===== config.mk =====
export PLATFORM = sky130hd
export DESIGN_NAME = fpgs_fifo
export DESIGN_NICKNAME = d
export VERILOG_FILES = /design/src/sv/fpgs_pkg.sv /design/src/sv/fpgs_fifo.sv
export SDC_FILE = /design/constraint.sdc
export NUM_CORES = 1
export LEC_CHECK = 0
export BUFFER_PORTS_ARGS = -buffer_cell sky130_fd_sc_hd__buf_2
export CAP_MARGIN = 30
export CORE_UTILIZATION = 50
export CTS_CLUSTER_SIZE = 14
export DETAILED_ROUTE_END_ITERATION = 16
export PLACE_DENSITY = 0.66
export SLEW_MARGIN = 20
export SYNTH_ARGS = -nofsm -noshare
export SYNTH_HDL_FRONTEND = slang
export SYNTH_SLANG_ARGS = --single-unit

===== constraint.sdc =====
create_clock -name clk_i -period 4.4 [get_ports clk_i]
set_input_delay 0.66 -clock clk_i [delete_from_list [all_inputs] [get_ports clk_i]]
set_output_delay 0.66 -clock clk_i [all_outputs]
set_load 0.01 [all_outputs]

===== src/sv/fpgs_pkg.sv =====
// Shared types, constants, rule tables and helpers for the fuzzy PID gain scheduler.
// Depends on nothing; every other file of the block imports it.
`default_nettype none

package fpgs_pkg;

  localparam int unsigned N_ERR      = 9;
  localparam int unsigned N_RATE     = 3;
  localparam int unsigned N_RULES    = 27;
  localparam int unsigned DIV_STEPS  = 15;
  localparam int unsigned FIFO_DEPTH = 32;
  localparam int unsigned FIFO_AW    = 5;
  localparam logic [15:0] ONE_Q15    = 16'd32768;

  typedef enum logic [2:0] {
    CFG_ERROR_POINTS_LOW  = 3'd0,
    CFG_ERROR_POINTS_HIGH = 3'd1,
    CFG_LAST_RATE_POINTS  = 3'd2,
    CFG_KP_LEVELS         = 3'd3,
    CFG_KI_LEVELS         = 3'd4,
    CFG_KD_LEVELS         = 3'd5
  } cfg_index_e;

  typedef struct packed {
    logic signed [15:0] error_rate;
    logic signed [15:0] error_sample;
  } in_item_t;

  typedef struct packed {
    logic [9:0] gain_d;
    logic [9:0] gain_i;
    logic [9:0] gain_p;
  } out_item_t;

  typedef struct packed {
    logic [59:0] kp;
    logic [59:0] ki;
    logic [59:0] kd;
  } levels_t;

  // Set indexes of the two active memberships of each input.
  typedef struct packed {
    logic [3:0] ej_a;
    logic [3:0] ej_b;
    logic [1:0] rj_a;
    logic [1:0] rj_b;
  } sel_t;

  // Classified item: set indexes plus the dividend and divisor of each segment.
  typedef struct packed {
    sel_t        sel;
    logic [15:0] e_off;
    logic [15:0] e_div;
    logic [15:0] r_off;
    logic [15:0] r_div;
  } cls_t;

  localparam logic [2:0] PI_LEVEL [N_RULES] = '{
    3'd0, 3'd1, 3'd2, 3'd3, 3'd5, 3'd3, 3'd2, 3'd1, 3'd0,
    3'd1, 3'd2, 3'd3, 3'd4, 3'd5, 3'd4, 3'd3, 3'd2, 3'd1,
    3'd0, 3'd1, 3'd2, 3'd3, 3'd5, 3'd3, 3'd2, 3'd1, 3'd0
  };

  // Derivative levels are numbered from one; this table holds the field number.
  localparam logic [2:0] D_INDEX [N_RULES] = '{
    3'd5, 3'd4, 3'd3, 3'd2, 3'd0, 3'd2, 3'd3, 3'd4, 3'd5,
    3'd4, 3'd3, 3'd2, 3'd1, 3'd0, 3'd1, 3'd2, 3'd3, 3'd4,
    3'd5, 3'd4, 3'd3, 3'd2, 3'd0, 3'd2, 3'd3, 3'd4, 3'd5
  };

  function automatic logic [4:0] rule_idx(logic [1:0] r, logic [3:0] j);
    logic [4:0] base;
    base = {3'b000, r} * 5'd9;
    return base + {1'b0, j};
  endfunction

  function automatic logic [9:0] pick_level(logic [59:0] lv, logic [2:0] n);
    logic [9:0] res;
    case (n)
      3'd0:    res = lv[9:0];
      3'd1:    res = lv[19:10];
      3'd2:    res = lv[29:20];
      3'd3:    res = lv[39:30];
      3'd4:    res = lv[49:40];
      3'd5:    res = lv[59:50];
      default: res = 10'd0;
    endcase
    return res;
  endfunction

endpackage

`default_nettype wire


===== src/sv/fpgs_fifo.sv =====
// Result queue that decouples the arithmetic pipeline from the consumer.
// The oldest request sits in a registered head stage in front of the storage array.
// Depends on fpgs_pkg.
`default_nettype none

module fpgs_fifo (
  input  wire logic             clk_i,
  input  wire logic             rst_ni,
  input  wire logic             push_i,
  input  fpgs_pkg::out_item_t   data_i,
  input  wire logic             pop_i,
  output fpgs_pkg::out_item_t   data_o,
  output logic                  empty_o
);
  import fpgs_pkg::*;

  out_item_t           mem [FIFO_DEPTH];
  logic [FIFO_AW-1:0]  wr_q, rd_q;
  logic [FIFO_AW:0]    cnt_q;
  out_item_t           head_q;
  logic                head_vld_q;
  logic                do_pop;
  logic                head_free;
  logic                load;
  logic                bypass;
  logic                store;

  // The head is refilled from the array when it has entries, otherwise an
  // incoming request goes straight into the head.
  assign empty_o   = !head_vld_q;
  assign do_pop    = pop_i && head_vld_q;
  assign head_free = !head_vld_q || do_pop;
  assign load      = head_free && (cnt_q != '0);
  assign bypass    = head_free && (cnt_q == '0) && push_i;
  assign store     = push_i && !bypass;

  always_ff @(posedge clk_i or negedge rst_ni) begin
    if (!rst_ni) begin
      wr_q       <= '0;
      rd_q       <= '0;
      cnt_q      <= '0;
      head_vld_q <= 1'b0;
    end else begin
      if (store) begin
        wr_q <= wr_q + 1'b1;
      end
      if (load) begin
        rd_q <= rd_q + 1'b1;
      end
      cnt_q <= cnt_q + (FIFO_AW+1)'(store) - (FIFO_AW+1)'(load);
      if (load || bypass) begin
        head_vld_q <= 1'b1;
      end else if (do_pop) begin
        head_vld_q <= 1'b0;
      end
    end
  end

  always_ff @(posedge clk_i) begin
    if (store) begin
      mem[wr_q] <= data_i;
    end
    if (load) begin
      head_q <= mem[rd_q];
    end else if (bypass) begin
      head_q <= data_i;
    end
  end

  assign data_o = head_q;

endmodule

`default_nettype wire


# Yosys cells after proc, flatten, opt, wreduce, memory -nomap -nowiden
# Memory sizes are Yosys's and may differ from the RTL's.
# Cells that the tools add are included.
dict set report classes {
  add_sub_neg 4
  multipliers 0
  div_mod_pow 0
  n_lt_le_gt_ge 0
  n_eq_ne 0
  shift 0
  muxes 6
  bitwise_logic 0
  reduce_logical 13
}
# op n
set op_table {}
lappend op_table {{$mux W30} 2}
lappend op_table {{$add A5 B1 Y5 const B} 2}
lappend op_table {{$add A6 B1 Y6} 1}
lappend op_table {{$logic_not A6 Y1} 1}
lappend op_table {{$reduce_bool A6 Y1} 1}
lappend op_table {{$sub A6 B1 Y6} 1}
lappend op_table {{$logic_and A1 B1 Y1} 5}
lappend op_table {{$mux W1} 4}
lappend op_table {{$reduce_bool A2 Y1} 2}
lappend op_table {{$logic_not A1 Y1} 2}
lappend op_table {{$logic_or A1 B1 Y1} 2}
dict set report word_totals {
  reg_bits 47
  latchBits 0
  ramBits 960
  rom_bits 0
  input_bits 34
  out_inout_bits 31
  wordCells 31
  n_memories 1
}
# memory words word_bits read_ports rd_ports_with_merged_regs write_ports line_no
set mem_list {}
lappend mem_list {mem 32 30 1 0 1 fpgs_fifo.sv:17} ;# out_item_t mem [FIFO_DEPTH];

# Logic depth before layout (Yosys ltp)
# Gate-level depths: netlist (run 1).
dict set report logic_depth {
  word_depth 8
  depth_mapped 14
  ltp_nobuf 14
}

# Worst setup path after synthesis (run 1)
# Ideal clock, no wire load.
dict set report synth_path {
  path_kind {input to register}
  start {input pop_i}
  end {memory mem[31][0] (netlist name), enable pin}
  setup_time_ns 0.417
  t_arrival_ns 2.717
  t_required_ns 3.983
  slack_ns 1.265
  path_stages 4
  cell_sequence {nand2b_1 > a21boi_2 > nand2_1 > nor2_1}
}
dict set report synth_via {
  elab_chain_len 8
}
# item line_no
set synth_rtl {}
lappend synth_rtl {{start: declaration} fpgs_fifo.sv:11} ;# input wire logic pop_i,
lappend synth_rtl {{$logic_and A1 B1 Y1} fpgs_fifo.sv:31} ;# assign do_pop = pop_i && head_vld_q;
lappend synth_rtl {{$logic_or A1 B1 Y1} fpgs_fifo.sv:32} ;# assign head_free = !head_vld_q || do_pop;
lappend synth_rtl {{$logic_and A1 B1 Y1 (2 in a row)} fpgs_fifo.sv:34} ;# assign bypass = head_free && (cnt_q == '0) && push_i;
lappend synth_rtl {{$logic_not A1 Y1} fpgs_fifo.sv:35} ;# assign store = push_i && !bypass;
lappend synth_rtl {{$logic_and A1 B1 Y1} fpgs_fifo.sv:35}
lappend synth_rtl {{$mux W1} fpgs_fifo.sv:60} ;# if (store) begin
lappend synth_rtl {{$mux W1 (implied by the code)} fpgs_fifo.sv:61} ;# mem[wr_q] <= data_i;
lappend synth_rtl {{end: declaration} fpgs_fifo.sv:17}
# Every way passes these cells.

# Worst setup path in the final report (run 1)
dict set report layout_path {
  start {register rd_q[2]}
  end {register head_q, in the netlist data_o[12], data pin}
}
dict set report layout_via {
  elab_chain_len 2
}
# item line_no
set layout_rtl {}
lappend layout_rtl {{start: declaration} fpgs_fifo.sv:18} ;# logic [FIFO_AW-1:0] wr_q, rd_q;
lappend layout_rtl {{start signal: assignment} fpgs_fifo.sv:48} ;# rd_q <= rd_q + 1'b1;
lappend layout_rtl {{$mem_v2 Z32 W30} --}
lappend layout_rtl {{$mux W30} fpgs_fifo.sv:63} ;# if (load) begin
lappend layout_rtl {{end signal: assignment} fpgs_fifo.sv:64} ;# head_q <= mem[rd_q];
lappend layout_rtl {{end signal: assignment} fpgs_fifo.sv:66} ;# head_q <= data_i;
lappend layout_rtl {{end: declaration} fpgs_fifo.sv:20} ;# out_item_t head_q;
# Every way passes these cells.
# A chain may end at the register's enable or synchronous reset.

==> impl_metrics.env, run 1 <==
export IMPL_yosysTopAreaCell="edfxtp_1"
export IMPL_grt_max_degree=65
export IMPL_postCtsHoldBufs=1
export IMPL_track_usage=0.2526
export IMPL_final_antenna_net_count=0
export IMPL_ir_worst_vdd_uv=359.8
export IMPL_hpwl_mm=59.38
export IMPL_die_y_um=281.1
export IMPL_cts_tree="built"
export IMPL_ys_types=40
export IMPL_post_route_util=0.5807
export IMPL_critPathMaxFanout=43
export IMPL_initial_core_util=0.5095
export IMPL_fin_crit_ns=3.118
export IMPL_place_congestion=0.9296
export IMPL_yosys_area_share_adder=0.004690
export IMPL_fillers=5494
export IMPL_synth_nets=1910
export IMPL_hold_depth=3
export IMPL_cts_sinks=1007
export IMPL_slew_limit_headroom=0.3311
export IMPL_vias=19350
export IMPL_final_max_slew_viol_count=0
export IMPL_slowest_delay_ns=0.89
export IMPL_hold_class="input pin to register"
export IMPL_design_power_total_mw=28.29
export IMPL_cts_buffer_depth=3
export IMPL_clkTransAtPathRegs_ns=0.06
export IMPL_port_buffers=64
export IMPL_synth_compound_area_frac=0.03360
export IMPL_cts_buffers=102
export IMPL_area_growth_pct=13.98
export IMPL_ys_ff_latch=1007
export IMPL_synth_xor_area_share=0.002473
export IMPL_viasPerCell=6.193
export IMPL_yosys_area_top_type_share=0.7632
export IMPL_synth_simple_gate_area_share=0.01924
export IMPL_drtPass1Iterations=6
export IMPL_fp_dieArea_mm2=0.07902
export IMPL_syn_area_mm2=0.03895
export IMPL_ys_warn_count=0
export IMPL_rsz0062_at_grt="no"
export IMPL_fmax_mhz=320.7
export IMPL_grt_antenna_before_repair=3
export IMPL_pre_cts_ws_ns=1.222
export IMPL_setup_slack_ns=1.282
export IMPL_drive_gt1_frac=0.2350
export IMPL_mostFrequentLayoutCell="edfxtp_1"
export IMPL_dominantRegCellSynth="edfxtp_1"
export IMPL_synth_top_family_by_area="multiplexers"
export IMPL_critPathCaptureType="register"
export IMPL_root_buffer="clkbuf_16"
export IMPL_synth_edff_count=990
export IMPL_grt_pass1_vias=19110
export IMPL_finalWirelength_mm=97.50
export IMPL_worstPathRequired_ns=4.89
export IMPL_syn_area_per_cell_um2=20.92
export IMPL_path_cells="nand3b_1, buf_4, o22a_1, o2111ai_1, o221a_1"
export IMPL_nNetsFinal=2054
export IMPL_muxShareOfSynthArea=0.1488
export IMPL_max_slew_worst_pin_slew_ns=1.003
export IMPL_num_io_pins=65
export IMPL_cts_resized=0
export IMPL_hold_viol=0
export IMPL_arrival_ns=3.61
export IMPL_leakage_nw=14.59
export IMPL_period_share=0.7086
export IMPL_startpoint_type="register"
export IMPL_tns_ns=0
export IMPL_layout_common_cells="990 x edfxtp_1, 238 x mux2i_1, 150 x mux4_2"
export IMPL_overflow=0
export IMPL_drc_errors=0
export IMPL_critical_path_class="register to register"
export IMPL_cap_violations=0
export IMPL_core_mm2=0.07645
export IMPL_r2r_cells=5
export IMPL_cp_slowest_cell="dfrtp_4"
export IMPL_rows=101
export IMPL_wl_per_cell_um=31.20
export IMPL_ys_seq_area_frac=0.7741
export IMPL_clock_latency_ns=0.69
export IMPL_drt_iter0_drc=2239
export IMPL_status="finished clean"
export IMPL_setup_viol=0
export IMPL_cts_htree_levels=3
export IMPL_postCtsSetupRepairBufs=0
export IMPL_postSynthCellCount=1862
export IMPL_synthTopCellsByArea="edfxtp_1 76%, mux4_2 8.7%, mux2i_1 6.1%"
export IMPL_power_density_mw_per_mm2=637.2
export IMPL_grt_pass1_wl_mm=139.7
export IMPL_async_flop_share=0.01688
export IMPL_clock_skew_ns=0.03095
export IMPL_die_w_um=281.1
-- state kept, by name (all words and copies together) (netlist names) --
register and cells:
mem 960, wr_q 5, rd_q 5, head_vld_q 1
data_o 30, cnt_q 6
-- metrics by stage --
| step | area (um2) | instances | hold WS (ns) |
|---|---|---|---|
| 2_1_floorplan | 38950 | 1862 | 0.3644 |
| 3_3_place_gp | 40960 | 2930 | 0.5158 |
| 3_5_place_dp | 40980 | 2931 | 0.5136 |
| 4_1_cts | 44390 | 3124 | 0.2358 |
| 5_1_grt | 44390 | 3124 | 0.2501 |
| 6_report | 44400 | 3125 | 0.2646 |
-- worst paths after layout --
path / end / slack [ns] / startpoint
max: data_o[12] / 1.28 / rd_q[2]
min: head_vld_q / 0.26 / push_i
max reg2reg: data_o[12] / 1.28 / rd_q[2]
min reg2reg: cnt_q[0] / 0.52 / cnt_q[0]
max in group asynchronous: rd_q[2] / 3.60 / rst_ni
min in group asynchronous: head_vld_q / 0.45 / rst_ni
-- cells in the mapped netlist (4+ instances only) --
cell,count
buf_2,49
buf_4,13
buf_6,14
clkbuf_1,26
dfrtp_1,17
edfxtp_1,990
ha_1,13
inv_1,18
mux2i_1,238
mux4_2,150
nand2_1,39
nand3b_1,5
nand4_1,4
nor2_1,68
o2111ai_1,29
o21ai_0,4
o221a_1,29
o22a_1,29
o22ai_1,61
or3_1,31
xnor2_1,8
-- critical path, delay by kind of cell, from the launching register on --
family                 cells  cell delay, ns
AOI/OAI and AO/OA          3            0.85
buffers and inverters      1            0.45
and+or+nand+nor            1            0.69
DFF                        1            0.89
-- per-layer routing --
layer  GRT usage  routed length [um]
met1      0.3628               40390
met2      0.3893               45830
met3     0.04373                7426
met4     0.09570                3852
met5           0                   0
-- report_power, final --
part           switching [mW]  total (mW)  internal, mW
Sequential              0.566        11.9          11.4
Combinational            4.54        7.65          3.11
Clock                    3.65        8.70          5.05
-- final cells by class --
class                           instances  area (um2)  share of cell area
Inverter                               18       67.56            0.001522
Sequential cell                      1007       30170              0.6795
Timing Repair Buffer                  142        1059             0.02384
Clock buffer                          117        2609             0.05876
Antenna cell                            1       2.502          0.00005637
Clock inverter                         75       797.0             0.01795
Multi-Input combinational cell        735        8407              0.1894
Tap cell                             1030        1289             0.02903
-- kinds of logic (layout without fill, tap and decap cells) --
kind of cell | after synthesis | in the layout
AOI/OAI and AO/OA | 160 | 160
adders and majority gates | 14 | 14
muxes | 391 | 391
xor gates and xnor gates | 11 | 11
and+or+nand+nor | 159 | 159
DFF | 1007 | 1007
other | 0 | 1
buffers and inverters | 120 | 352
No activity file was read; power rests on OpenSTA's default activity.
==> run 2, diff against run 1 <==
PLACE_DENSITY = 0.68   (was 0.66)
clock period = 2.7 ns   (was 4.4 ns; I/O delays follow)
==> run 2 against run 1 <==
  * Worst setup slack got worse by 1.2 ns
  * Register-to-register slack worse by 1.2 ns
  * Via count up 2.1%
  * Combinational power is 67% higher
  * Largest cell class unchanged
  * Critical endpoint is now data_o[28]
  * Largest power group unchanged
  * Critical path type unchanged
  * Die area unchanged
  * Cell count is 1.2% higher
  * Hold slack got worse by 0.23 ns
  * Total power grew 61%
==> impl_metrics.env, run 2 (same netlist as run 1, synthesis figures left out) <==
export IMPL_max_slew_worst_pin_slew_ns=0.8018
export IMPL_drt_iter0_drc=1892
export IMPL_grt_max_degree=39
export IMPL_area_growth_pct=16.11
export IMPL_root_buffer="clkbuf_16"
export IMPL_critPathMaxFanout=35
export IMPL_startpoint_type="register"
export IMPL_period_share=0.9681
export IMPL_rsz0062_at_grt="no"
export IMPL_largest_reg_flops=960
export IMPL_overflow=0
export IMPL_power_density_mw_per_mm2=1008
export IMPL_grt_antenna_before_repair=4
export IMPL_fmax_mhz=382.6
export IMPL_cts_buffer_depth=3
export IMPL_drtPass1Iterations=5
export IMPL_gr_usage_met3=0.04680
export IMPL_die_w_um=281.1
export IMPL_drive_gt1_frac=0.2445
export IMPL_initial_core_util=0.5095
export IMPL_grtUsageMet1=0.3388
export IMPL_finalWirelength_mm=96.40
export IMPL_clkTransAtPathRegs_ns=0.07
export IMPL_vias=19760
export IMPL_cts_htree_levels=3
export IMPL_worstPathRequired_ns=3.14
export IMPL_antenna_cells=0
export IMPL_critical_path_class="register to register"
export IMPL_core_mm2=0.07645
export IMPL_cts_buffers=99
export IMPL_final_antenna_net_count=0
export IMPL_viasPerCell=6.252
export IMPL_cts_sinks=1007
export IMPL_track_usage=0.2496
export IMPL_clock_skew_ns=0.04185
export IMPL_pre_cts_ws_ns=-0.02330
export IMPL_cts_tree="built"
export IMPL_hold_class="input pin to register"
export IMPL_num_io_pins=65
export IMPL_wl_per_cell_um=30.50
export IMPL_leakage_nw=14.89
export IMPL_ir_worst_vdd_uv=658.4
export IMPL_setup_slack_ns=0.08605
export IMPL_slew_limit_headroom=0.4655
export IMPL_hold_viol=0
export IMPL_layout_common_cells="990 x edfxtp_1, 238 x mux2i_1, 150 x mux4_2"
export IMPL_regMostFlops="mem"
export IMPL_status="finished clean"
export IMPL_clock_latency_ns=0.69
export IMPL_die_y_um=281.1
export IMPL_nNetsFinal=2097
export IMPL_grt_pass1_wl_mm=139.2
export IMPL_grt_util_met2=0.4097
export IMPL_cap_violations=0
export IMPL_grt_pass1_vias=20010
export IMPL_port_buffers=64
export IMPL_mostFrequentLayoutCell="edfxtp_1"
export IMPL_fin_crit_ns=2.614
export IMPL_fp_dieArea_mm2=0.07902
export IMPL_critPathCaptureType="register"
export IMPL_arrival_ns=3.05
export IMPL_setup_viol=0
export IMPL_hpwl_mm=52.84
export IMPL_drc_errors=0
export IMPL_design_power_total_mw=45.58
export IMPL_rows=101
export IMPL_place_congestion=0.7925
export IMPL_grt_busiest_layer="met2"
export IMPL_final_max_slew_viol_count=0
==> run 2: area by class of cell <==
type	count	area, um2
flip-flops and latches	1007	30170
clock buffers	123	2589
clock inverters	60	625.6
multi-input cells	735	8433
fillers	5329	31230
inverters	18	67.56
repair buffers	188	2057
well taps	1030	1289
==> run 2: routing by layer <==
metal | vias up | part of all wire
li1 | 8131 | -
met2 | 921 | 0.50
met5 | - | 0.00018
met4 | 4 | 0.025
met1 | 10560 | 0.39
met3 | 149 | 0.086
==> run 2: final timing paths <==
path / start / to / slack (ns) / cells past startpoint
worst max-delay path: cnt_q[3] / data_o[28] / 0.09 / 8
worst min-delay path: data_i[28] / mem[4][28] / 0.04 / 1
worst max register to register: cnt_q[3] / data_o[28] / 0.09 / 8
worst min register to register: rd_q[4] / rd_q[4] / 0.55 / 1
max in group asynchronous: rst_ni / rd_q[1] / 2.06 / 2
min in group asynchronous: rst_ni / wr_q[3] / 0.23 / 2
==> run 2: power breakdown <==
| part | leakage (nW) | switching (mW) | internal (mW) | total (mW) |
|---|---|---|---|---|
| Combinational | 4.20 | 7.07 | 5.71 | 12.8 |
| Clock | 1.55 | 5.83 | 7.71 | 13.5 |
| Sequential | 9.13 | 0.735 | 18.5 | 19.3 |
==> run 2: worst max-delay path: stages, from the launching register on <==
cell      delay [ns]
dfrtp_1         0.36
inv_2           0.05
ha_2            0.19
and4bb_2        0.25
buf_4           0.15
nor2_4          0.13
buf_4           0.64
nor2_1          0.15
a311oi_1        0.45
==> run 2: through the flow <==
stage / util / cell area [um2] / TNS (ns) / hold slack, ns / instances
after global routing: 0.5916 / 45230 / 0 / 0.02224 / 3161
after CTS: 0.5910 / 45190 / 0 / 0.003566 / 3159
final: 0.5916 / 45230 / 0 / 0.03548 / 3161
after floorplan: - / 38960 / -339.28 / 0.1094 / 1862
after detailed placement: 0.5487 / 41950 / -0.02330 / 0.3995 / 2974
after global placement: 0.5487 / 41950 / 0 / 0.3847 / 2974
==> run 2: timing repair <==
action / 4_1_cts / 5_1_grt
hold buffers: 2 / 0
endpoints found under the hold margin: 18 / 0
endpoints found under the setup margin: 1 / 2
pin swaps: 0 / 8
setup buffers: 0 / 2
resized for setup: 1 / 9
