File: src/sv/fpgs_pkg.sv
// Shared types, constants, rule tables and helpers for the fuzzy PID gain scheduler.
// Depends on nothing; every other file of the block imports it.
`default_nettype none

package fpgs_pkg;

  localparam int unsigned N_ERR      = 9;
  localparam int unsigned N_RATE     = 3;
  localparam int unsigned N_RULES    = 27;
  localparam int unsigned DIV_STEPS  = 15;
  localparam int unsigned FIFO_DEPTH = 32;
  localparam int unsigned FIFO_AW    = 5;
  localparam logic [15:0] ONE_Q15    = 16'd32768;

  typedef enum logic [2:0] {
    CFG_ERROR_POINTS_LOW  = 3'd0,
    CFG_ERROR_POINTS_HIGH = 3'd1,
    CFG_LAST_RATE_POINTS  = 3'd2,
    CFG_KP_LEVELS         = 3'd3,
    CFG_KI_LEVELS         = 3'd4,
    CFG_KD_LEVELS         = 3'd5
  } cfg_index_e;

  typedef struct packed {
    logic signed [15:0] error_rate;
    logic signed [15:0] error_sample;
  } in_item_t;

  typedef struct packed {
    logic [9:0] gain_d;
    logic [9:0] gain_i;
    logic [9:0] gain_p;
  } out_item_t;

  typedef struct packed {
    logic [59:0] kp;
    logic [59:0] ki;
    logic [59:0] kd;
  } levels_t;

  // Set indexes of the two active memberships of each input.
  typedef struct packed {
    logic [3:0] ej_a;
    logic [3:0] ej_b;
    logic [1:0] rj_a;
    logic [1:0] rj_b;
  } sel_t;

  // Classified item: set indexes plus the dividend and divisor of each segment.
  typedef struct packed {
    sel_t        sel;
    logic [15:0] e_off;
    logic [15:0] e_div;
    logic [15:0] r_off;
    logic [15:0] r_div;
  } cls_t;

  localparam logic [2:0] PI_LEVEL [N_RULES] = '{
    3'd0, 3'd1, 3'd2, 3'd3, 3'd5, 3'd3, 3'd2, 3'd1, 3'd0,
    3'd1, 3'd2, 3'd3, 3'd4, 3'd5, 3'd4, 3'd3, 3'd2, 3'd1,
    3'd0, 3'd1, 3'd2, 3'd3, 3'd5, 3'd3, 3'd2, 3'd1, 3'd0
  };

  // Derivative levels are numbered from one; this table holds the field number.
  localparam logic [2:0] D_INDEX [N_RULES] = '{
    3'd5, 3'd4, 3'd3, 3'd2, 3'd0, 3'd2, 3'd3, 3'd4, 3'd5,
    3'd4, 3'd3, 3'd2, 3'd1, 3'd0, 3'd1, 3'd2, 3'd3, 3'd4,
    3'd5, 3'd4, 3'd3, 3'd2, 3'd0, 3'd2, 3'd3, 3'd4, 3'd5
  };

  function automatic logic [4:0] rule_idx(logic [1:0] r, logic [3:0] j);
    logic [4:0] base;
    base = {3'b000, r} * 5'd9;
    return base + {1'b0, j};
  endfunction

  function automatic logic [9:0] pick_level(logic [59:0] lv, logic [2:0] n);
    logic [9:0] res;
    case (n)
      3'd0:    res = lv[9:0];
      3'd1:    res = lv[19:10];
      3'd2:    res = lv[29:20];
      3'd3:    res = lv[39:30];
      3'd4:    res = lv[49:40];
      3'd5:    res = lv[59:50];
      default: res = 10'd0;
    endcase
    return res;
  endfunction

endpackage

`default_nettype wire

File: src/sv/fpgs_front.sv
// Front end: finds the membership segment of both inputs and registers the result.
// Depends on fpgs_pkg.
`default_nettype none

module fpgs_front (
  input  wire logic             clk_i,
  input  wire logic             rst_ni,
  input  wire logic             valid_i,
  input  fpgs_pkg::in_item_t    data_i,
  input  wire logic [63:0]      pts_low_i,
  input  wire logic [63:0]      pts_high_i,
  input  wire logic [63:0]      pts_last_i,
  output logic                  valid_o,
  output fpgs_pkg::cls_t        cls_o
);
  import fpgs_pkg::*;

  logic signed [15:0] ep [N_ERR];
  logic signed [15:0] rp [N_RATE];
  cls_t cls_d, cls_q;
  logic valid_q;

  always_comb begin
    for (int i = 0; i < 4; i++) begin
      ep[i]     = pts_low_i[16*i +: 16];
      ep[i + 4] = pts_high_i[16*i +: 16];
    end
    ep[8] = pts_last_i[15:0];
    for (int i = 0; i < 3; i++) begin
      rp[i] = pts_last_i[16*(i+1) +: 16];
    end
  end

  // Error segment: the lowest segment whose upper breakpoint lies above the sample.
  always_comb begin
    logic [3:0]  k;
    logic        found;
    logic [16:0] off;
    logic [16:0] dif;
    found = 1'b0;
    k     = 4'd0;
    for (int i = N_ERR - 2; i >= 0; i--) begin
      if (data_i.error_sample < ep[i+1]) begin
        found = 1'b1;
        k     = 4'(i);
      end
    end
    off = {data_i.error_sample[15], data_i.error_sample} - {ep[k][15], ep[k]};
    dif = {ep[4'(k + 4'd1)][15], ep[4'(k + 4'd1)]} - {ep[k][15], ep[k]};
    if (data_i.error_sample < ep[0]) begin
      cls_d.sel.ej_a = 4'd0;
      cls_d.sel.ej_b = 4'd0;
      cls_d.e_off    = 16'd0;
      cls_d.e_div    = 16'd1;
    end else if (found) begin
      cls_d.sel.ej_a = k;
      cls_d.sel.ej_b = 4'(k + 4'd1);
      cls_d.e_off    = off[15:0];
      cls_d.e_div    = dif[15:0];
    end else begin
      cls_d.sel.ej_a = 4'(N_ERR - 1);
      cls_d.sel.ej_b = 4'(N_ERR - 1);
      cls_d.e_off    = 16'd0;
      cls_d.e_div    = 16'd1;
    end
  end

  // Rate segment, same rule over three breakpoints.
  always_comb begin
    logic [1:0]  k;
    logic        found;
    logic [16:0] off;
    logic [16:0] dif;
    found = 1'b0;
    k     = 2'd0;
    for (int i = N_RATE - 2; i >= 0; i--) begin
      if (data_i.error_rate < rp[i+1]) begin
        found = 1'b1;
        k     = 2'(i);
      end
    end
    off = {data_i.error_rate[15], data_i.error_rate} - {rp[k][15], rp[k]};
    dif = {rp[2'(k + 2'd1)][15], rp[2'(k + 2'd1)]} - {rp[k][15], rp[k]};
    if (data_i.error_rate < rp[0]) begin
      cls_d.sel.rj_a = 2'd0;
      cls_d.sel.rj_b = 2'd0;
      cls_d.r_off    = 16'd0;
      cls_d.r_div    = 16'd1;
    end else if (found) begin
      cls_d.sel.rj_a = k;
      cls_d.sel.rj_b = 2'(k + 2'd1);
      cls_d.r_off    = off[15:0];
      cls_d.r_div    = dif[15:0];
    end else begin
      cls_d.sel.rj_a = 2'(N_RATE - 1);
      cls_d.sel.rj_b = 2'(N_RATE - 1);
      cls_d.r_off    = 16'd0;
      cls_d.r_div    = 16'd1;
    end
  end

  always_ff @(posedge clk_i or negedge rst_ni) begin
    if (!rst_ni) begin
      valid_q <= 1'b0;
    end else begin
      valid_q <= valid_i;
    end
  end

  always_ff @(posedge clk_i) begin
    if (valid_i) begin
      cls_q <= cls_d;
    end
  end

  assign valid_o = valid_q;
  assign cls_o   = cls_q;

endmodule

`default_nettype wire

File: config.mk
export PLATFORM = sky130hd
export DESIGN_NAME = fpgs_front
export DESIGN_NICKNAME = d
export VERILOG_FILES = /design/src/sv/fpgs_pkg.sv /design/src/sv/fpgs_front.sv
export SDC_FILE = /design/constraint.sdc
export NUM_CORES = 1
export LEC_CHECK = 0
export ABC_AREA = 1
export ABC_CLOCK_PERIOD_IN_PS = 830
export BUFFER_PORTS_ARGS = -buffer_cell sky130_fd_sc_hd__buf_2
export CAP_MARGIN = 25
export CORE_ASPECT_RATIO = 1.2
export CORE_MARGIN = 3
export CORE_UTILIZATION = 34
export CTS_CLUSTER_SIZE = 30
export DETAILED_ROUTE_END_ITERATION = 10
export PLACE_DENSITY = 0.58
export SYNTH_ARGS = -nofsm -noshare
export SYNTH_HDL_FRONTEND = slang
export SYNTH_SLANG_ARGS = --single-unit
export TNS_END_PERCENT = 10
File: constraint.sdc
create_clock -name clk_i -period 0.83 [get_ports clk_i]
set_input_delay 0.083 -clock clk_i [delete_from_list [all_inputs] [get_ports clk_i]]
set_output_delay 0.083 -clock clk_i [all_outputs]
set_load 0.02 [all_outputs]
* Word level (Yosys, flattened, before mapping)
Cells that the tools add are included.
** Word-level totals
- Bits in registers :: 77
- Bits of input ports :: 227
- Output and inout bits :: 77
- Word-level logic and storage cells :: 77
** Operators by class
- Add/subtract/negate cells :: 6
- Order comparisons :: 16
- Mux-type cells :: 34
- Bitwise logic cells :: 6
- Reductions and logical operators :: 2
** Operators by type and width (number)
- < comparator 16 bit :: 12
- binary-select mux 16 bit (select 4 bit) :: 2
- two-way mux 16 bit :: 8
- binary-select mux 16 bit (select 2 bit) :: 2
- subtractor 16 bit :: 4
- two-way mux 4 bit :: 8
- two-way mux 1 bit :: 11
- greater-or-equal comparator 5 bit, second input constant :: 2
- inverter 4 -> 5 bit :: 2
- two-way mux 8 bit :: 1
- greater-or-equal comparator 3 bit, second input constant :: 2
- inverter 2 -> 3 bit :: 2
- adder 4 x 1 -> 4 bit, second input constant :: 1
- OR reduction 2 bit :: 2
- two-way mux 3 bit :: 1
- adder 2 x 1 -> 2 bit, second input constant :: 1
- two-way mux 2 bit :: 1
- inverter 1 bit :: 2

* Logic depth before layout (Yosys ltp)
Gate-level depths: netlist (run 1).
- Depth after elaboration :: 15
- Gate-level depth with buffers :: 50
- Depth with buffers taken out :: 46

* Worst setup path before layout (run 1)
OpenSTA, ideal clock, no wires.
- Path kind :: input -> register
- From :: input port pts_high_i[41]
- To :: register cls_q (netlist bit cls_o[63]), data pin
- Library setup time :: 254 ps
- Arrival :: 4588 ps
- Setup slack :: -4012 ps
- Stages :: 46
- Cells stage by stage :: inv_1 > ha_1 > nand2_1 > inv_1 > o21ai_0 > a21oi_1 > nor3_1 > nand2_1 > nand2_1 > nand2_1 > nand2_1 > nand2_1 > nand2_1 > nand2_2 > nand2_4 > nand2_4 > buf_6 > buf_6 > (+10 left out) > a211oi_1 > o21ai_0 > nand3_1 > nand2_1 > nand3_1 > nand2_1 > nand2_1 > inv_1 > o21ai_0 > nand2_1 > nand3_1 > nand2_1 > a21oi_1 > nor2_1 > nor2_1 > xor2_1 > a21oi_1 > o21a_1
** On the way
- Word-level cells in the longest chain between the ends :: 12
- Elaborated cells on any way between the ends :: 20
- Classes of those cells :: 1 x add/sub; 1 x order compare; 15 x mux; 2 x bitwise; 1 x reduce/logical
** Ends and longest elaborated chain
- from (decl) :: line fpgs_front.sv:11 : input wire logic [63:0] pts_high_i,
- < comparator 16 bit :: line fpgs_front.sv:43 : if (data_i.error_sample < ep[i+1]) begin
- two-way mux 4 bit (6 in a row) :: line fpgs_front.sv:43
- inverter 4 -> 5 bit (not written as such) :: line fpgs_front.sv:48 : off = {data_i.error_sample[15], data_i.error_sample} - {ep[k][15], ep[k]};
- binary-select mux 16 bit (select 4 bit) :: line fpgs_front.sv:48
- two-way mux 16 bit (not written as such) (2 in a row) :: line fpgs_front.sv:48
- subtractor 16 bit :: line fpgs_front.sv:48
- to (signal assigned) :: line fpgs_front.sv:112 : cls_q <= cls_d;
- to (decl) :: line fpgs_front.sv:20 : cls_t cls_d, cls_q;
Several ways; a longest one is shown, not always the timed one. The select of a mux whose other input is x is not followed.
A chain may end at the register's enable or synchronous reset.

* Worst setup path after layout (run 1)
- From :: input port data_i[17] (netlist name)
- To :: register cls_q (netlist bit cls_o[30]), data pin
** On the way
- Word-level cells in the longest chain between the ends :: 8
- Elaborated cells on any way between the ends :: 14
- Classes of those cells :: 1 x add/sub; 3 x order compare; 7 x mux; 2 x bitwise; 1 x reduce/logical
** Ends and longest elaborated chain
- from (decl) :: line fpgs_front.sv:9 : input fpgs_pkg::in_item_t data_i,
- < comparator 16 bit :: line fpgs_front.sv:77 : if (data_i.error_rate < rp[i+1]) begin
- two-way mux 1 bit :: line fpgs_front.sv:77
- two-way mux 2 bit :: line fpgs_front.sv:77
- inverter 2 -> 3 bit (not written as such) :: line fpgs_front.sv:82 : off = {data_i.error_rate[15], data_i.error_rate} - {rp[k][15], rp[k]};
- binary-select mux 16 bit (select 2 bit) :: line fpgs_front.sv:82
- two-way mux 16 bit (not written as such) (2 in a row) :: line fpgs_front.sv:82
- subtractor 16 bit :: line fpgs_front.sv:82
Several ways; a longest one is shown, not always the timed one. The select of a mux whose other input is x is not followed.

==> impl_metrics.ini, run 1 <==
[grt]
grt_pass1_wl_um = 85500
antenna_found_initial = 0
grt_pass1_vias = 16100
grt_max_degree = 47
grt_remaining_overflow = 0
grtUsageTotal_pct = 27.5

[sta]
slew_headroom_pct = 67.3
timing.fmax_mhz = 220
finalHoldViolations = 0
tightest_slew_ns = 0.486
period_minus_slack_ns = 4.55
slew_violations = 0
setup-violations-final = 153
setup_slack_ns = -3.72
rsz0062_at_grt = yes
fin_crit_sh_pct = 548

[pwr]
power.share.clock_pct = 7.1
ir_worst_vdd_uv = 1680
switching_power_mw = 25.7
p_leak_nw = 11.0
p_int_mw = 29.8
cellPowerDensity_nw_per_um2 = 2570
power_frac_seq_pct = 11.7
switching_share_pct = 46.4
combPwrFrac_pct = 81.1

[worst_setup_path]
slowest_delay_ns = 0.38
cp.required_ns = 0.94
worstSetupStartpoint = data_i[17]
slowest_stage = fa_2
critPathKind = primary input to flip-flop
cpMostUsedCell = nand2_1
arrival_ns = 4.66
worst-path-max-fanout = 5
cp-end-kind = flip-flop
worstSetupStartpointType = primary input

[routing]
num_vias = 16400
dr.pass1.iters = 6
wl_met1_um = 22500
wl_met3_um = 3540
vias_per_cell = 5.20
met2WireLength_um = 29500
drt_iter0_markers = 1132
maxUsedRoutingLayer = met4
wirelength_um = 57800
route.detailed.wl_per_inst_um = 18.3
drcViolationCount = 0
ant_nets = 0

[logic_synthesis]
yosysTopAreaCell = ha_1
async_flop_share_pct = 1.30
synth_edf_count = 76
yosysMostFrequentCell = nand2_1
synth_ff_type = edfxtp_1
ys_ff_latch = 77
yosys_warnings = 0
ys_top_cells_by_count = nand2_1 (323), inv_1 (296), ha_1 (241), a21oi_1 (217), o21ai_0 (179)
synthesis.area_sq_um = 12600
syn-num-nets = 2335
ys_types = 47
synth_top_area_share_pct = 23.9
ys_top_cells_by_area = ha_1 (24%), edfxtp_1 (18%), nand2_1 (9.6%)
synth.avg_cell_area_sq_um = 6.77
yosysSeqAreaShare_pct = 18.3
syn-instance-count = 1863

[run_status]
failed_checks = setup timing
outcome = complete, but fails checks

[cells_and_area]
postLayoutCellArea_sq_um = 21600
nets = 3163
final_core_util_pct = 59.6
drive_above_1_share_pct = 46.6
fill_cells = 3309
area_growth_pct = 71.3
instances_no_fill = 3165

[hold_path]
hp-class = primary input to async pin

[clock_tree]
clk_pin_slew_ns = 0.07
cts-root-buf = clkbuf_16
cts_sinks = 77
cts_buffers = 9
cts_tree = done
cts_max_path_buffers = 2
h-tree-depth = 3

[place]
place_area_sq_um = 18400
dp_hpwl_um = 47000
port_buffers = 303
dpl_worst_slack_ns = -4.40
placedCellCount = 3046
gp_congestion = 0.964

[flow_run]
maxCapViolations = 0

[die]
io_pins = 304
core_area_sq_um = 36200
die_area_sq_um = 39500
std_cell_rows = 76
start_util_pct = 34.8
die_y_um = 217
die_w_um = 182
[final timing paths]
check,cells past startpoint,endpoint,slack [ns]
max,38,cls_o[30],-3.72
min,2,valid_o,0.03
max in group asynchronous,2,valid_o,0.71
min in group clk_i,2,valid_o,0.15
[power by group through the flow]
stage | clock [mW] | combinational [mW] | sequential (mW)
after global routing | 4.15 | 48.7 | 6.60
after global placement | 0 | 34.0 | 6.59
after floorplan | 0 | 17.1 | 7.92
final | 3.96 | 45.0 | 6.52
after detailed placement | 0 | 34.3 | 6.58
after CTS | 4.04 | 40.7 | 6.51
[per-stage QoR]
step / total power, mW / TNS, ns / hold WS (ns)
floorplan: 25.1 / -192.55 / -0.213
global placement: 40.5 / -246.45 / -0.143
detailed placement: 40.9 / -250.48 / -0.141
CTS: 51.2 / -212.80 / 0.0249
global route: 59.5 / -232.75 / 0.0369
finish: 55.5 / -215.47 / 0.0329
[final cells by class]
type / instances / area, sq um / area share [%]
multi-input combinational: 1424 / 10700 / 49.7
sequential: 77 / 2310 / 10.7
tap: 468 / 586 / 2.71
clock buffer: 9 / 225 / 1.04
antenna: 1 / 2.50 / 0.0116
timing repair buffer: 872 / 6460 / 29.9
timing repair inverter: 2 / 20.0 / 0.0926
clock inverter: 7 / 66.3 / 0.307
inverter: 305 / 1200 / 5.56
[flip-flops by register name, indices dropped and copies added, names as in the netlist]
name     count
cls_o       76
valid_o      1
[layer usage]
metal  track usage (%)  vias to the layer above
li1                  -                     8056
met1              32.6                     7640
met2              50.6                      637
met3              2.84                      112
met4              10.8                        0
met5                 0                        -
[logic make-up (layout without fill, tap and decap cells)]
kind of cell / count (synthesis) / in the layout / synth area share (%)
AND/OR/NAND/NOR: 618 / 622 / 20.6
AO/OA/AOI/OAI: 530 / 530 / 23.0
buffers and inverters: 366 / 1195 / 11.6
adder cells (fa/ha/maj): 245 / 245 / 24.5
flip-flops: 77 / 77 / 18.3
XOR/XNOR: 26 / 26 / 1.87
multiplexers: 1 / 1 / 0.0794
other: 0 / 1 / 0
[critical path, delay by kind of cell]
kind	cells	cell delay, ns
adder cells (fa/ha/maj)	3	0.74
AO/OA/AOI/OAI	11	1.61
XOR/XNOR	1	0.22
AND/OR/NAND/NOR	17	1.56
buffers and inverters	6	0.43
[repair_timing]
item / 4_1_cts / 5_1_grt
setup endpoints to repair: 153 / 153
hold endpoints to repair: 1 / 0
resized for setup: 276 / 260
cloned: 7 / 3
pin swaps: 93 / 149
buffers inserted: 62 / 46
hold buffers: 1 / 0
[layout by cell type (no fill, tap or decap), types with 5 or more instances in the layout]
master / netlist / routed
o21ai_4: 0 / 7
a31oi_2: 0 / 8
a21oi_2: 0 / 52
nand2_4: 3 / 13
o21ai_0: 179 / 106
inv_2: 6 / 38
buf_8: 0 / 7
nor3_2: 0 / 6
nand2_2: 10 / 52
nor2_2: 1 / 21
nand2_1: 323 / 270
o21ai_1: 30 / 68
inv_8: 0 / 5
nor2_1: 131 / 100
o21ai_2: 2 / 30
a211oi_2: 0 / 5
inv_4: 1 / 6
nand4_1: 15 / 15
nor3_1: 15 / 9
nand2_8: 0 / 5
nand3_2: 0 / 20
clkbuf_16: 0 / 11
buf_12: 0 / 23
buf_2: 18 / 279
a21oi_1: 217 / 161
inv_1: 296 / 256
edfxtp_1: 76 / 76
ha_1: 241 / 188
ha_4: 0 / 51
o211ai_1: 40 / 40
nor2_4: 0 / 11
buf_6: 6 / 50
nand3_1: 110 / 87
o21a_1: 15 / 14
xor2_1: 17 / 12
xnor2_1: 8 / 5
xor2_2: 1 / 5
buf_4: 4 / 508
a31oi_1: 18 / 8
Power figures use the tool's default switching activity.
==> run 2, diff against run 1 <==
--- a/config.mk
+++ b/config.mk
@@ -13,6 +13,6 @@
 export CORE_MARGIN = 3
-export CORE_UTILIZATION = 34
+export CORE_UTILIZATION = 61
 export CTS_CLUSTER_SIZE = 30
 export DETAILED_ROUTE_END_ITERATION = 10
-export PLACE_DENSITY = 0.58
+export PLACE_DENSITY = 0.92
 export SYNTH_ARGS = -nofsm -noshare
==> constraint.sdc (replaced) <==
create_clock -name clk_i -period 0.83 [get_ports clk_i]
set_input_delay 0.166 -clock clk_i [delete_from_list [all_inputs] [get_ports clk_i]]
set_output_delay 0.166 -clock clk_i [all_outputs]
set_load 0.02 [all_outputs]
==> impl_metrics.ini, run 2 <==
[logic_synthesis]
synth_edf_count = 76
syn-num-nets = 2335
yosysMostFrequentCell = nand2_1
yosysTopAreaCell = ha_1
synthesis.area_sq_um = 12600
ys_ff_latch = 77
synth_top_family_by_area = adder cells
synth-compound-area-share_pct = 23.0
ys_types = 47
synthAdderAreaFrac_pct = 24.5
synth_xor_area_share_pct = 1.87
async_flop_share_pct = 1.30
synth.avg_cell_area_sq_um = 6.77
syn-instance-count = 1863
muxShareOfSynthArea_pct = 0.0794
yosys_warnings = 0
yosysSeqAreaShare_pct = 18.3
ys_top_cells_by_count = nand2_1 (323), inv_1 (296), ha_1 (241), a21oi_1 (217), o21ai_0 (179)
synthSimpleGateAreaFrac_pct = 20.6
synth_top_area_share_pct = 23.9
ys_top_cells_by_area = ha_1 (24%), edfxtp_1 (18%), nand2_1 (9.6%)
synth_ff_type = edfxtp_1

[die]
die_y_um = 164
start_util_pct = 62.3
die_w_um = 137
io_pins = 304
std_cell_rows = 57

[clock_tree]
cts-root-buf = clkbuf_16
post_cts_buffers = 136
cts_sinks = 77
cts_resized = 498
cts_max_path_buffers = 2
cts_hold_buf = 1
h-tree-depth = 3
cts_buffers = 9

[run_status]
outcome = did not finish
firstError = [ERROR DPL-0038] Utilization greater than 100%, impossible to legalize
lastStage = 4_1_cts

[place]
dp_hpwl_um = 47500
gp_congestion = 1.14
port_buffers = 303
## run 2: cell counts after synthesis
Identical to the previous run, type by type.
## run 2: metrics by stage
stage          setup slack [ns]  cells  util (%)  area (sq um)  setup TNS [ns]
2_1_floorplan             -3.92   1863         -         12900         -198.86
3_3_place_gp              -4.11   2787      86.9         17600         -236.39
3_5_place_dp              -4.52   2787      86.9         17600         -254.09
## run 2: kinds of logic after synthesis
kind of cell	Yosys count
compound gates	530
xor+xnor	26
fa+ha+maj	245
buf+inv	366
flops	77
mux	1
simple gates	618
==> run 3, diff against run 2 <==
- CORE_ASPECT_RATIO: 1.2 -> unset
- CORE_UTILIZATION: 61 -> 40
- CTS_CLUSTER_SIZE: 30 -> unset
- PLACE_DENSITY: 0.92 -> unset
- PLACE_DENSITY_LB_ADDON: unset -> 0.15
==> impl_metrics.ini, run 3 (synthesized netlist as in run 1, its figures left out) <==
[run_status]
outcome = complete, but fails checks
failed_checks = setup timing

[sta]
rsz0062_at_grt = yes
finalHoldViolations = 0
tns_ns = -234.97
fin_crit_sh_pct = 573
setup_slack_ns = -3.93
timing.fmax_mhz = 210
tightest_slew_ns = 0.404
slew_violations = 0
slew_headroom_pct = 72.8
period_minus_slack_ns = 4.76
setup-violations-final = 153

[pwr]
ir_worst_vdd_uv = 1670
cellPowerDensity_nw_per_um2 = 2510
p_leak_nw = 11.1

[routing]
dr.pass1.iters = 6
num_vias = 16500
route.detailed.wl_per_inst_um = 17.9
drcViolationCount = 0
vias_per_cell = 5.31
drt_iter0_markers = 1247
wirelength_um = 55600
ant_nets = 0

[flow_run]
maxCapViolations = 0

[grt]
grt_remaining_overflow = 0
grt_max_degree = 49
grt_pass1_wl_um = 82500
antenna_found_initial = 0
grt_pass1_vias = 15600
grtUsageTotal_pct = 30.7

[die]
start_util_pct = 40.9
core_area_sq_um = 30800
std_cell_rows = 64
die_area_sq_um = 33700
io_pins = 304
die_y_um = 184
die_w_um = 184

[worst_setup_path]
arrival_ns = 4.87
slowest_stage = nor3_4
slowest_delay_ns = 0.34
worstSetupStartpointType = primary input
cp.required_ns = 0.94
worst-path-max-fanout = 6
cp_top_family = simple AND/OR/NAND/NOR gates
cp-end-kind = flip-flop
cpMostUsedCell = nand2_2
worstSetupStartpoint = data_i[13]
cp_num_buf_inv = 6
critPathKind = primary input to flip-flop

[place]
port_buffers = 303
gp_congestion = 0.986
dp_hpwl_um = 41300
place_area_sq_um = 18100

[cells_and_area]
final_common_cell = buf_4
final_core_util_pct = 70.2
final_cell_mix = buf_4 (500), buf_2 (281), inv_1 (269), nand2_1 (255), ha_1 (183)
multi_input_area_sq_um = 10800
drive_above_1_share_pct = 46.4
nets = 3170
antenna_cells = 0
postLayoutCellArea_sq_um = 21600
fill_cells = 2570
area_growth_pct = 71.6
largest_register_ff_count = 76
seq_area_sq_um = 2310

[hold_path]
hp-class = primary input to async pin

[clock_tree]
cts_buffers = 9
h-tree-depth = 3
cts-root-buf = clkbuf_16
cts_max_path_buffers = 2
cts_sinks = 77
cts_tree = done
clk_pin_slew_ns = 0.06
## run 3: cell type report
cell class	instances	area share, %
inverter	305	5.48
clock inverter	7	0.266
clock buffer	9	1.04
multi-input combinational	1423	49.7
timing repair buffer	882	30.5
sequential	77	10.7
tap	396	2.29
## run 3: where the power goes
part	switching (mW)	internal, mW	leakage, nW
combinational	23.3	20.9	10.2
sequential	0.344	6.02	0.743
clock	1.83	2.06	0.129
total	25.5	28.9	11.1
## run 3: timing repair
item                                   in CTS  in global routing
gates resized for setup                   310                228
setup endpoints to repair                 153                153
setup buffers                             103                 51
endpoints found under the hold margin       1                  0
cloned                                      7                  2
hold buffers                                1                  0
pin swaps                                 145                177
## run 3: final timing paths
kind | to | depth (start not counted) | slack (ns)
setup / recovery | cls_o[63] | 38 | -3.93
hold / removal | valid_o | 2 | 0.11
max in group asynchronous | valid_o | 2 | 0.64
min in group clk_i | valid_o | 2 | 0.25
## run 3: routing by layer
layer	GRT usage (%)	vias to the layer above	part of all wire, %
li1	-	8065	-
met1	42.3	7577	44
met2	50.5	694	46
met3	3.92	134	6.8
met4	9.17	0	3.6
met5	0	-	0
## run 3: through the flow
stage,worst slack (ns),std cells,total power [mW],hold WS (ns)
floorplan,-3.92,1863,25.1,-0.130
global placement,-4.53,2958,38.4,-0.0592
detailed placement,-4.64,2958,38.7,-0.0582
CTS,-3.73,3083,50.6,0.100
global route,-4.24,3099,58.1,0.110
finish,-3.93,3099,54.4,0.110
